**src/rtl/q8bsd_pkg.sv**
```systemverilog
// ----------------------------------------------------------------------------
// q8bsd_pkg
// shared types, constants and float helpers of the q8 block scaled dot unit
// ----------------------------------------------------------------------------
package q8bsd_pkg;

   localparam int unsigned BLOCK_ELEMS_DEF = 32;
   localparam logic [31:0] QNAN            = 32'h7FC0_0000;
   localparam logic [7:0]  EXP_MAX         = 8'hFF;
   // exponent that makes an integer mantissa read as its own value
   localparam logic [8:0]  INT_EXP         = 9'd150;

   // unpacked single precision operand
   typedef struct packed {
      logic        sign;
      logic        nan;
      logic        inf;
      logic        zero;
      logic [8:0]  exp;
      logic [23:0] mant;
   } fp_unpk_type;

   // controller to datapath
   typedef struct packed {
      logic take;
      logic take_last;
      logic issue_scale;
      logic issue_prod;
      logic cap_scale;
      logic load_out;
   } dp_cmd_type;

   // datapath to controller
   typedef struct packed {
      logic mul_done;
      logic out_free;
   } dp_stat_type;

   function automatic fp_unpk_type unpack_bits(input logic [31:0] b);
      fp_unpk_type u;
      u.sign = b[31];
      u.nan  = (b[30:23] == EXP_MAX) && (b[22:0] != '0);
      u.inf  = (b[30:23] == EXP_MAX) && (b[22:0] == '0);
      u.zero = (b[30:23] == '0) && (b[22:0] == '0);
      u.exp  = (b[30:23] == '0) ? 9'd1 : {1'b0, b[30:23]};
      u.mant = {(b[30:23] != '0), b[22:0]};
      return u;
   endfunction

endpackage

```
**src/rtl/q8bsd_fmul.sv**
```systemverilog
// ----------------------------------------------------------------------------
// q8bsd_fmul
// three stage single precision multiplier, round to nearest even, subnormals
// ----------------------------------------------------------------------------
module q8bsd_fmul (
   input  logic                   clock,
   input  logic                   reset,
   input  logic                   in_valid,
   input  q8bsd_pkg::fp_unpk_type op_a,
   input  q8bsd_pkg::fp_unpk_type op_b,
   output logic                   out_valid,
   output logic [31:0]            result
);
   import q8bsd_pkg::*;

   logic              v1_ff, v2_ff, v3_ff;
   // stage 1: product
   logic              s1_sign_ff, s1_nan_ff, s1_inf_ff, s1_zero_ff;
   logic [47:0]       s1_prod_ff;
   logic [9:0]        s1_esum_ff;
   // stage 2: normalized
   logic              s2_sign_ff, s2_nan_ff, s2_inf_ff, s2_zero_ff;
   logic [47:0]       s2_norm_ff;
   logic signed [10:0] s2_exp_ff;
   logic [31:0]       s3_res_ff;

   logic [5:0]         lz;
   logic [47:0]        norm_in;
   logic signed [10:0] exp_in;

   always_comb begin
      lz = '0;
      for (int i = 0; i < 48; i++) begin
         if (s1_prod_ff[i]) lz = 6'(47 - i);
      end
      norm_in = s1_prod_ff << lz;
      exp_in  = $signed({1'b0, s1_esum_ff}) - $signed({5'b0, lz}) - 11'sd126;
   end

   logic [5:0]  rsh;
   logic [47:0] shifted, lost_mask;
   logic [11:0] exp_field;
   logic [23:0] mant24;
   logic        guard, sticky, rnd;
   logic [34:0] total;
   logic [31:0] res_in;

   always_comb begin
      if (s2_exp_ff >= 11'sd1) begin
         rsh       = '0;
         exp_field = 12'(s2_exp_ff - 11'sd1);
      end else begin
         rsh       = (s2_exp_ff < -11'sd47) ? 6'd49 : 6'(11'sd1 - s2_exp_ff);
         exp_field = '0;
      end
      shifted   = s2_norm_ff >> rsh;
      lost_mask = ~({48{1'b1}} << rsh);
      mant24    = shifted[47:24];
      guard     = shifted[23];
      sticky    = (|shifted[22:0]) | (|(s2_norm_ff & lost_mask));
      rnd       = guard & (sticky | mant24[0]);
      total     = {exp_field, 23'b0} + {11'b0, mant24} + {34'b0, rnd};
      if (s2_nan_ff)
         res_in = QNAN;
      else if (s2_inf_ff || (total[34:23] >= 12'd255))
         res_in = {s2_sign_ff, EXP_MAX, 23'b0};
      else if (s2_zero_ff)
         res_in = {s2_sign_ff, 31'b0};
      else
         res_in = {s2_sign_ff, total[30:0]};
   end

   always_ff @(posedge clock) begin
      if (reset) begin
         v1_ff <= 1'b0;
         v2_ff <= 1'b0;
         v3_ff <= 1'b0;
      end else begin
         v1_ff <= in_valid;
         v2_ff <= v1_ff;
         v3_ff <= v2_ff;
      end
      if (in_valid) begin
         s1_sign_ff <= op_a.sign ^ op_b.sign;
         s1_nan_ff  <= op_a.nan | op_b.nan | (op_a.inf & op_b.zero) | (op_a.zero & op_b.inf);
         s1_inf_ff  <= op_a.inf | op_b.inf;
         s1_zero_ff <= op_a.zero | op_b.zero;
         s1_prod_ff <= op_a.mant * op_b.mant;
         s1_esum_ff <= {1'b0, op_a.exp} + {1'b0, op_b.exp};
      end
      if (v1_ff) begin
         s2_sign_ff <= s1_sign_ff;
         s2_nan_ff  <= s1_nan_ff;
         s2_inf_ff  <= s1_inf_ff;
         s2_zero_ff <= s1_zero_ff;
         s2_norm_ff <= norm_in;
         s2_exp_ff  <= exp_in;
      end
      if (v2_ff) s3_res_ff <= res_in;
   end

   assign out_valid = v3_ff;
   assign result    = s3_res_ff;

endmodule

```
**src/rtl/q8bsd_datapath.sv**
```systemverilog
// ----------------------------------------------------------------------------
// q8bsd_datapath
// product accumulator, scale capture, float multiplier and result register
// ----------------------------------------------------------------------------
module q8bsd_datapath #(
   parameter int unsigned BLOCK_ELEMS = q8bsd_pkg::BLOCK_ELEMS_DEF
) (
   input  logic                  clock,
   input  logic                  reset,
   input  q8bsd_pkg::dp_cmd_type cmd,
   output q8bsd_pkg::dp_stat_type stat,
   input  logic signed [7:0]     w_quant,
   input  logic signed [7:0]     a_quant,
   input  logic [31:0]           w_scale,
   input  logic [31:0]           a_scale,
   output logic                  rsp_valid,
   input  logic                  rsp_ready,
   output logic [31:0]           rsp_dot_result
);
   import q8bsd_pkg::*;

   localparam int unsigned SUM_W = 16 + $clog2(BLOCK_ELEMS);

   logic signed [SUM_W-1:0] sum_ff;
   logic [31:0]             w_scale_ff, a_scale_ff, scale_ff, out_ff;
   logic                    out_valid_ff;

   logic signed [15:0]      prod;
   logic [SUM_W-1:0]        mag;
   fp_unpk_type             op_a, op_b, sum_op;
   logic                    mul_valid;
   logic [31:0]             mul_res;

   assign prod = w_quant * a_quant;
   assign mag  = sum_ff[SUM_W-1] ? SUM_W'(-sum_ff) : SUM_W'(sum_ff);

   always_comb begin
      sum_op.sign = sum_ff[SUM_W-1];
      sum_op.nan  = 1'b0;
      sum_op.inf  = 1'b0;
      sum_op.zero = (sum_ff == '0);
      sum_op.exp  = INT_EXP;
      sum_op.mant = 24'(mag);
      op_a = cmd.issue_prod ? unpack_bits(scale_ff) : unpack_bits(w_scale_ff);
      op_b = cmd.issue_prod ? sum_op : unpack_bits(a_scale_ff);
   end

   q8bsd_fmul u_fmul (
      .clock     (clock),
      .reset     (reset),
      .in_valid  (cmd.issue_scale | cmd.issue_prod),
      .op_a      (op_a),
      .op_b      (op_b),
      .out_valid (mul_valid),
      .result    (mul_res)
   );

   always_ff @(posedge clock) begin
      if (reset) begin
         sum_ff       <= '0;
         out_valid_ff <= 1'b0;
      end else begin
         if (cmd.take) sum_ff <= sum_ff + SUM_W'(prod);
         else if (cmd.issue_prod) sum_ff <= '0;
         if (cmd.load_out) out_valid_ff <= 1'b1;
         else if (rsp_ready) out_valid_ff <= 1'b0;
      end
      if (cmd.take_last) begin
         w_scale_ff <= w_scale;
         a_scale_ff <= a_scale;
      end
      if (cmd.cap_scale) scale_ff <= mul_res;
      if (cmd.load_out) out_ff <= mul_res;
   end

   assign stat.mul_done  = mul_valid;
   assign stat.out_free  = !out_valid_ff || rsp_ready;
   assign rsp_valid      = out_valid_ff;
   assign rsp_dot_result = out_ff;

endmodule

```
**src/rtl/q8bsd_ctrl.sv**
```systemverilog
// ----------------------------------------------------------------------------
// q8bsd_ctrl
// element counter and sequencer of the two float multiplies
// ----------------------------------------------------------------------------
module q8bsd_ctrl #(
   parameter int unsigned BLOCK_ELEMS = q8bsd_pkg::BLOCK_ELEMS_DEF
) (
   input  logic                   clock,
   input  logic                   reset,
   input  logic                   req_valid,
   output logic                   req_ready,
   output q8bsd_pkg::dp_cmd_type  cmd,
   input  q8bsd_pkg::dp_stat_type stat
);
   import q8bsd_pkg::*;

   localparam int unsigned CNT_W = $clog2(BLOCK_ELEMS);
   localparam logic [CNT_W-1:0] LAST = CNT_W'(BLOCK_ELEMS - 1);

   typedef enum logic [2:0] {
      ACC, ISSUE_S, WAIT_S, ISSUE_P, WAIT_P, DELIVER
   } state_type;

   state_type        state_ff;
   logic [CNT_W-1:0] cnt_ff;
   logic             ready_ff;

   always_comb begin
      cmd.take        = req_valid && ready_ff;
      cmd.take_last   = cmd.take && (cnt_ff == LAST);
      cmd.issue_scale = (state_ff == ISSUE_S);
      cmd.issue_prod  = (state_ff == ISSUE_P);
      cmd.cap_scale   = (state_ff == WAIT_S) && stat.mul_done;
      cmd.load_out    = (state_ff == DELIVER) && stat.out_free;
   end

   always_ff @(posedge clock) begin
      if (reset) begin
         state_ff <= ACC;
         cnt_ff   <= '0;
         ready_ff <= 1'b1;
      end else begin
         case (state_ff)
            ACC: begin
               if (cmd.take_last) begin
                  cnt_ff   <= '0;
                  ready_ff <= 1'b0;
                  state_ff <= ISSUE_S;
               end else if (cmd.take) begin
                  cnt_ff <= cnt_ff + 1'b1;
               end
            end
            ISSUE_S: state_ff <= WAIT_S;
            WAIT_S:  if (stat.mul_done) state_ff <= ISSUE_P;
            ISSUE_P: state_ff <= WAIT_P;
            WAIT_P:  if (stat.mul_done) state_ff <= DELIVER;
            DELIVER: begin
               if (stat.out_free) begin
                  ready_ff <= 1'b1;
                  state_ff <= ACC;
               end
            end
            default: begin
               ready_ff <= 1'b1;
               state_ff <= ACC;
            end
         endcase
      end
   end

   assign req_ready = ready_ff;

   a_ready_only_acc: assert property (@(posedge clock) disable iff (reset)
      ready_ff |-> state_ff == ACC) else $error("ready outside accumulate");
   a_last_clears: assert property (@(posedge clock) disable iff (reset)
      cmd.take_last |=> cnt_ff == '0 && !ready_ff) else $error("count not cleared");
   a_done_in_wait: assert property (@(posedge clock) disable iff (reset)
      stat.mul_done |-> state_ff == WAIT_S || state_ff == WAIT_P)
      else $error("multiplier done outside wait");

endmodule

```
**src/rtl/q8_block_scaled_dot_unit.sv**
```systemverilog
// ----------------------------------------------------------------------------
// q8_block_scaled_dot_unit
// scaled dot product of blocks of signed 8-bit quant pairs
// ----------------------------------------------------------------------------
// usage
//   req channel: one word per element, a weight and an activation quant;
//   the two float scales are sampled only with the last word of a block
//   rsp channel: one word per block, (w_scale*a_scale)*float(sum) as an
//   ieee single, both products rounded to nearest even, nan made canonical
//   non-last words leave req_ready high and give no rsp word
//   after the last word of a block req_ready is low during two passes
//   through the three stage float multiplier plus issue and hand-off,
//   and rises again once the result is loaded into the output register
//   the result sits in an output register; while the receiver stalls the
//   next block is still accumulated, and only a second finished result waits
//   reset clears the sum, the element count and the output valid
// ----------------------------------------------------------------------------
module q8_block_scaled_dot_unit #(
   parameter int unsigned BLOCK_ELEMS = q8bsd_pkg::BLOCK_ELEMS_DEF
) (
   input  logic              clock,
   input  logic              reset,
   input  logic              req_valid,
   output logic              req_ready,
   input  logic signed [7:0] req_w_quant,
   input  logic signed [7:0] req_a_quant,
   input  logic [31:0]       req_w_scale,
   input  logic [31:0]       req_a_scale,
   output logic              rsp_valid,
   input  logic              rsp_ready,
   output logic [31:0]       rsp_dot_result
);
   import q8bsd_pkg::*;

   // command and status between sequencer and datapath
   dp_cmd_type  cmd;
   dp_stat_type stat;

   q8bsd_ctrl #(.BLOCK_ELEMS(BLOCK_ELEMS)) u_ctrl (
      .clock     (clock),
      .reset     (reset),
      .req_valid (req_valid),
      .req_ready (req_ready),
      .cmd       (cmd),
      .stat      (stat)
   );

   q8bsd_datapath #(.BLOCK_ELEMS(BLOCK_ELEMS)) u_datapath (
      .clock          (clock),
      .reset          (reset),
      .cmd            (cmd),
      .stat           (stat),
      .w_quant        (req_w_quant),
      .a_quant        (req_a_quant),
      .w_scale        (req_w_scale),
      .a_scale        (req_a_scale),
      .rsp_valid      (rsp_valid),
      .rsp_ready      (rsp_ready),
      .rsp_dot_result (rsp_dot_result)
   );

endmodule
```
**config.mk**
```make
export PLATFORM = sky130hd
export DESIGN_NAME = q8_block_scaled_dot_unit
export DESIGN_NICKNAME = d
export VERILOG_FILES = /design/src/rtl/q8bsd_pkg.sv /design/src/rtl/q8bsd_fmul.sv /design/src/rtl/q8bsd_datapath.sv /design/src/rtl/q8bsd_ctrl.sv /design/src/rtl/q8_block_scaled_dot_unit.sv
export SDC_FILE = /design/constraint.sdc
export NUM_CORES = 2
export LEC_CHECK = 0
export ABC_CLOCK_PERIOD_IN_PS = 26500
export BUFFER_PORTS_ARGS = -buffer_cell sky130_fd_sc_hd__buf_2
export CAP_MARGIN = 30
export CORE_MARGIN = 3
export CORE_UTILIZATION = 58
export DETAILED_ROUTE_END_ITERATION = 7
export PLACE_DENSITY = 0.75
export SETUP_SLACK_MARGIN = 0.2
export SKIP_CTS_REPAIR_TIMING = 1
export SLEW_MARGIN = 20
export SYNTH_ARGS = -nofsm -noshare
export SYNTH_HDL_FRONTEND = slang
export SYNTH_HIERARCHICAL = 1
export SYNTH_SLANG_ARGS = --single-unit
```
**constraint.sdc**
```tcl
create_clock -name clock -period 26.5 [get_ports clock]
set_input_delay 2.65 -clock clock [delete_from_list [all_inputs] [get_ports clock]]
set_output_delay 2.65 -clock clock [all_outputs]
set_load 0.02 [all_outputs]
```
==> metrics <==
Critical Path Sink Type flip-flop; Hold Path Origin u_datapath/u_fmul/s1_inf_ff; WL/cell 21.08 um; Cells after Synth 4304; placed inst area around 42000 um^2; Worst-Margin Slew 1.014 ns; Synth Area in Compound Gates 0.09306; Synth Cell Area 40850 um^2; final WL around 110000 um; I/O Buffers 117; initial antenna violation count 5; Die H 271.4 um; worst path bufs/invs 6; DRT Pass-1 Iters 7; Critical Path Start u_ctrl/state_ff[1]; largest net degree at the start of global routing 65; Core ar. around 69000 um^2; CP max-delay cell and3b_4; EDFF count, synth 285; Skew-Pair Late Insertion Delay 0.59 ns; Clock transition at path regs 0.06 ns; CTS sink count 319; status finished, final reports clean; mux contribution to synthesized area 0.04868; num ports 118; GP Congestion 0.9491; share of cells above drive strength 1 0.07560; TritonCTS clock tree done; design area roughly 44000 um^2; Synth async-reset ratio 0; max incr delay on CP 0.69 ns; drt first-iter violations 3081; vias in the first global route roughly 32000; Syn Area/Cell 9.490 um^2; PwrDens 40.64 nW/um^2; root buffer cell clkbuf_16; Clock Skews ~0.044 ns; Most used DFF post-synth edfxtp_1; Peak Freq 95.49 MHz; Top Family by Delay on Critical Path adder cells; simple-gate share of the synthesized area 0.1646; Synth area leaders fa_1, edfxtp_1, ha_1, inv_1, nand2_1; Worst Setup Start Kind flip-flop; RSZ-0062 raised after global routing false; Tmin final 10.47 ns; overall global routing resource usage 0.3052; max_slew headroom 0.3217; number of cells after detailed placement 5211; largest family of logic cells by synthesized area adder cells; total grt overflow 0; top-area cell type share of the netlist area 0.2823; die area 73640 um^2; worst path required time 26.83 ns; area grow syn2layout 6.868%; H-tree Lvls 2; maximum VDD drop 0.0001150 V; Seq/Total Area, Yosys 0.2262; commonest non-fill, non-tap cells in the layout inv_1, nand2_1, fa_1, edfxtp_1, ha_1; HP Class flip-flop to flip-flop; num rows 96; die width 271.4 um; drc violations 0; Synth Area in XOR/XNOR 0.02852; Max Cap Viol 0; Max FO, Critical Path 60; fin nets 5235; crit path DAT 10.80 ns; Final Hold Viols 0; Synth area leader fa_1; final setup TNS 0 ns; DR vias/cell 6.015; Max Root-Sink Buffers 3; post-synthesis adder-cell area fraction 0.3598; vias 31780; final instance count without filler cells ~5300; Slew Limit Fails 0; most common cell after layout, fill and taps aside inv_1; Final HPWL DP 85980 um; first-pass GRT wire length 177700 um; Tcrit/Tclk final 0.3952; Leak roughly 20 nW; Initial Util 0.5904; ANT nets after route 0; most frequent cell on the critical path fa_1; Yosys warnings 6; R2R Path Start u_ctrl/state_ff[1]; critical path type flip-flop to flip-flop; Distinct cells, synth 95; Finished Core Util 0.6309; final setup vio count 0; register bit total from synthesis around 320; CTS Buf Count 38
[synth_stat cells, drive strengths merged, types with 25 or more instances]
cell and number:
inv 642, nand2 584, fa 576, edfxtp 285, ha 253, and2 249
nor2 240, a21oi 174, clkbuf 166, mux2i 148, o21ai 107, xnor2 86
nor3 81, xor2 47, nand3 43, nor4 42, mux2 41, a21o 39
dfxtp 34, buf 29, nand2b 28, nor2b 27, o31ai 25
[routing by layer]
metal	global-route usage	wire length [um]
met1	0.4073	44560
met2	0.5031	52580
met3	0.04791	9312
met4	0.1203	4911
met5	0	0
[state kept, by name (all words and copies together), names as in the netlist, 3 cells and up]
name,flops
u_datapath/w_scale_ff,32
u_datapath/u_fmul/s1_esum_ff,10
u_ctrl/state_ff,3
u_datapath/a_scale_ff,32
u_datapath/u_fmul/s2_norm_ff,48
u_datapath/scale_ff,32
u_datapath/u_fmul/s1_prod_ff,48
u_datapath/rsp_dot_result,32
u_ctrl/cnt_ff,5
u_datapath/u_fmul/result,32
u_datapath/u_fmul/s2_exp_ff,11
u_datapath/sum_ff,21
[cells by family (layout without fill, tap and decap cells)]
| logic type | Yosys count | count (layout) |
|---|---|---|
| and+or+nand+nor | 1408 | 1408 |
| buffers and inverters | 842 | 889 |
| adders and majority gates | 829 | 829 |
| AOI/OAI and AO/OA | 581 | 581 |
| DFF | 319 | 319 |
| muxes | 191 | 191 |
| xor gates and xnor gates | 133 | 133 |
| other | 1 | 3 |
[per-stage QoR]
stage | worst slack [ns] | hold WS [ns] | power, W
3_5_place_dp | 15.87 | 0.4130 | 0.001238
4_1_cts | 15.87 | 0.4292 | 0.001780
2_1_floorplan | 17.47 | 0.4003 | 0.001108
3_3_place_gp | 15.96 | 0.4012 | 0.001229
6_report | 16.03 | 0.4331 | 0.001774
5_1_grt | 15.40 | 0.4297 | 0.001903
[worst paths after layout]
check	endpoint	cells past startpoint	slack (ns)
worst min-delay path	u_datapath/u_fmul/s2_inf_ff	0	0.43
worst max register to register	u_datapath/u_fmul/s1_prod_ff[40]	30	16.03
worst min register to register	u_datapath/u_fmul/s2_inf_ff	0	0.43
worst max-delay path	u_datapath/u_fmul/s1_prod_ff[40]	30	16.03
[layout make-up]
class	instances	area [um^2]
Multi-Input combinational cell	3144	28510
Timing Repair Buffer	172	1031
Fill cell	5720	25540
Clock buffer	44	973.4
Sequential cell	319	9240
Tap cell	931	1165
Clock inverter	26	301.5
Antenna cell	1	2.502
Inverter	647	2429
[report_power, final]
| group | internal [W] | switching [W] | total, W |
|---|---|---|---|
| Sequential | 0.000552 | 0.0000176 | 0.000570 |
| Combinational | 0.000304 | 0.000367 | 0.000671 |
| Clock | 0.000309 | 0.000224 | 0.000533 |
| Total | 0.00116 | 0.000609 | 0.00177 |
Power figures use the tool's default switching activity.
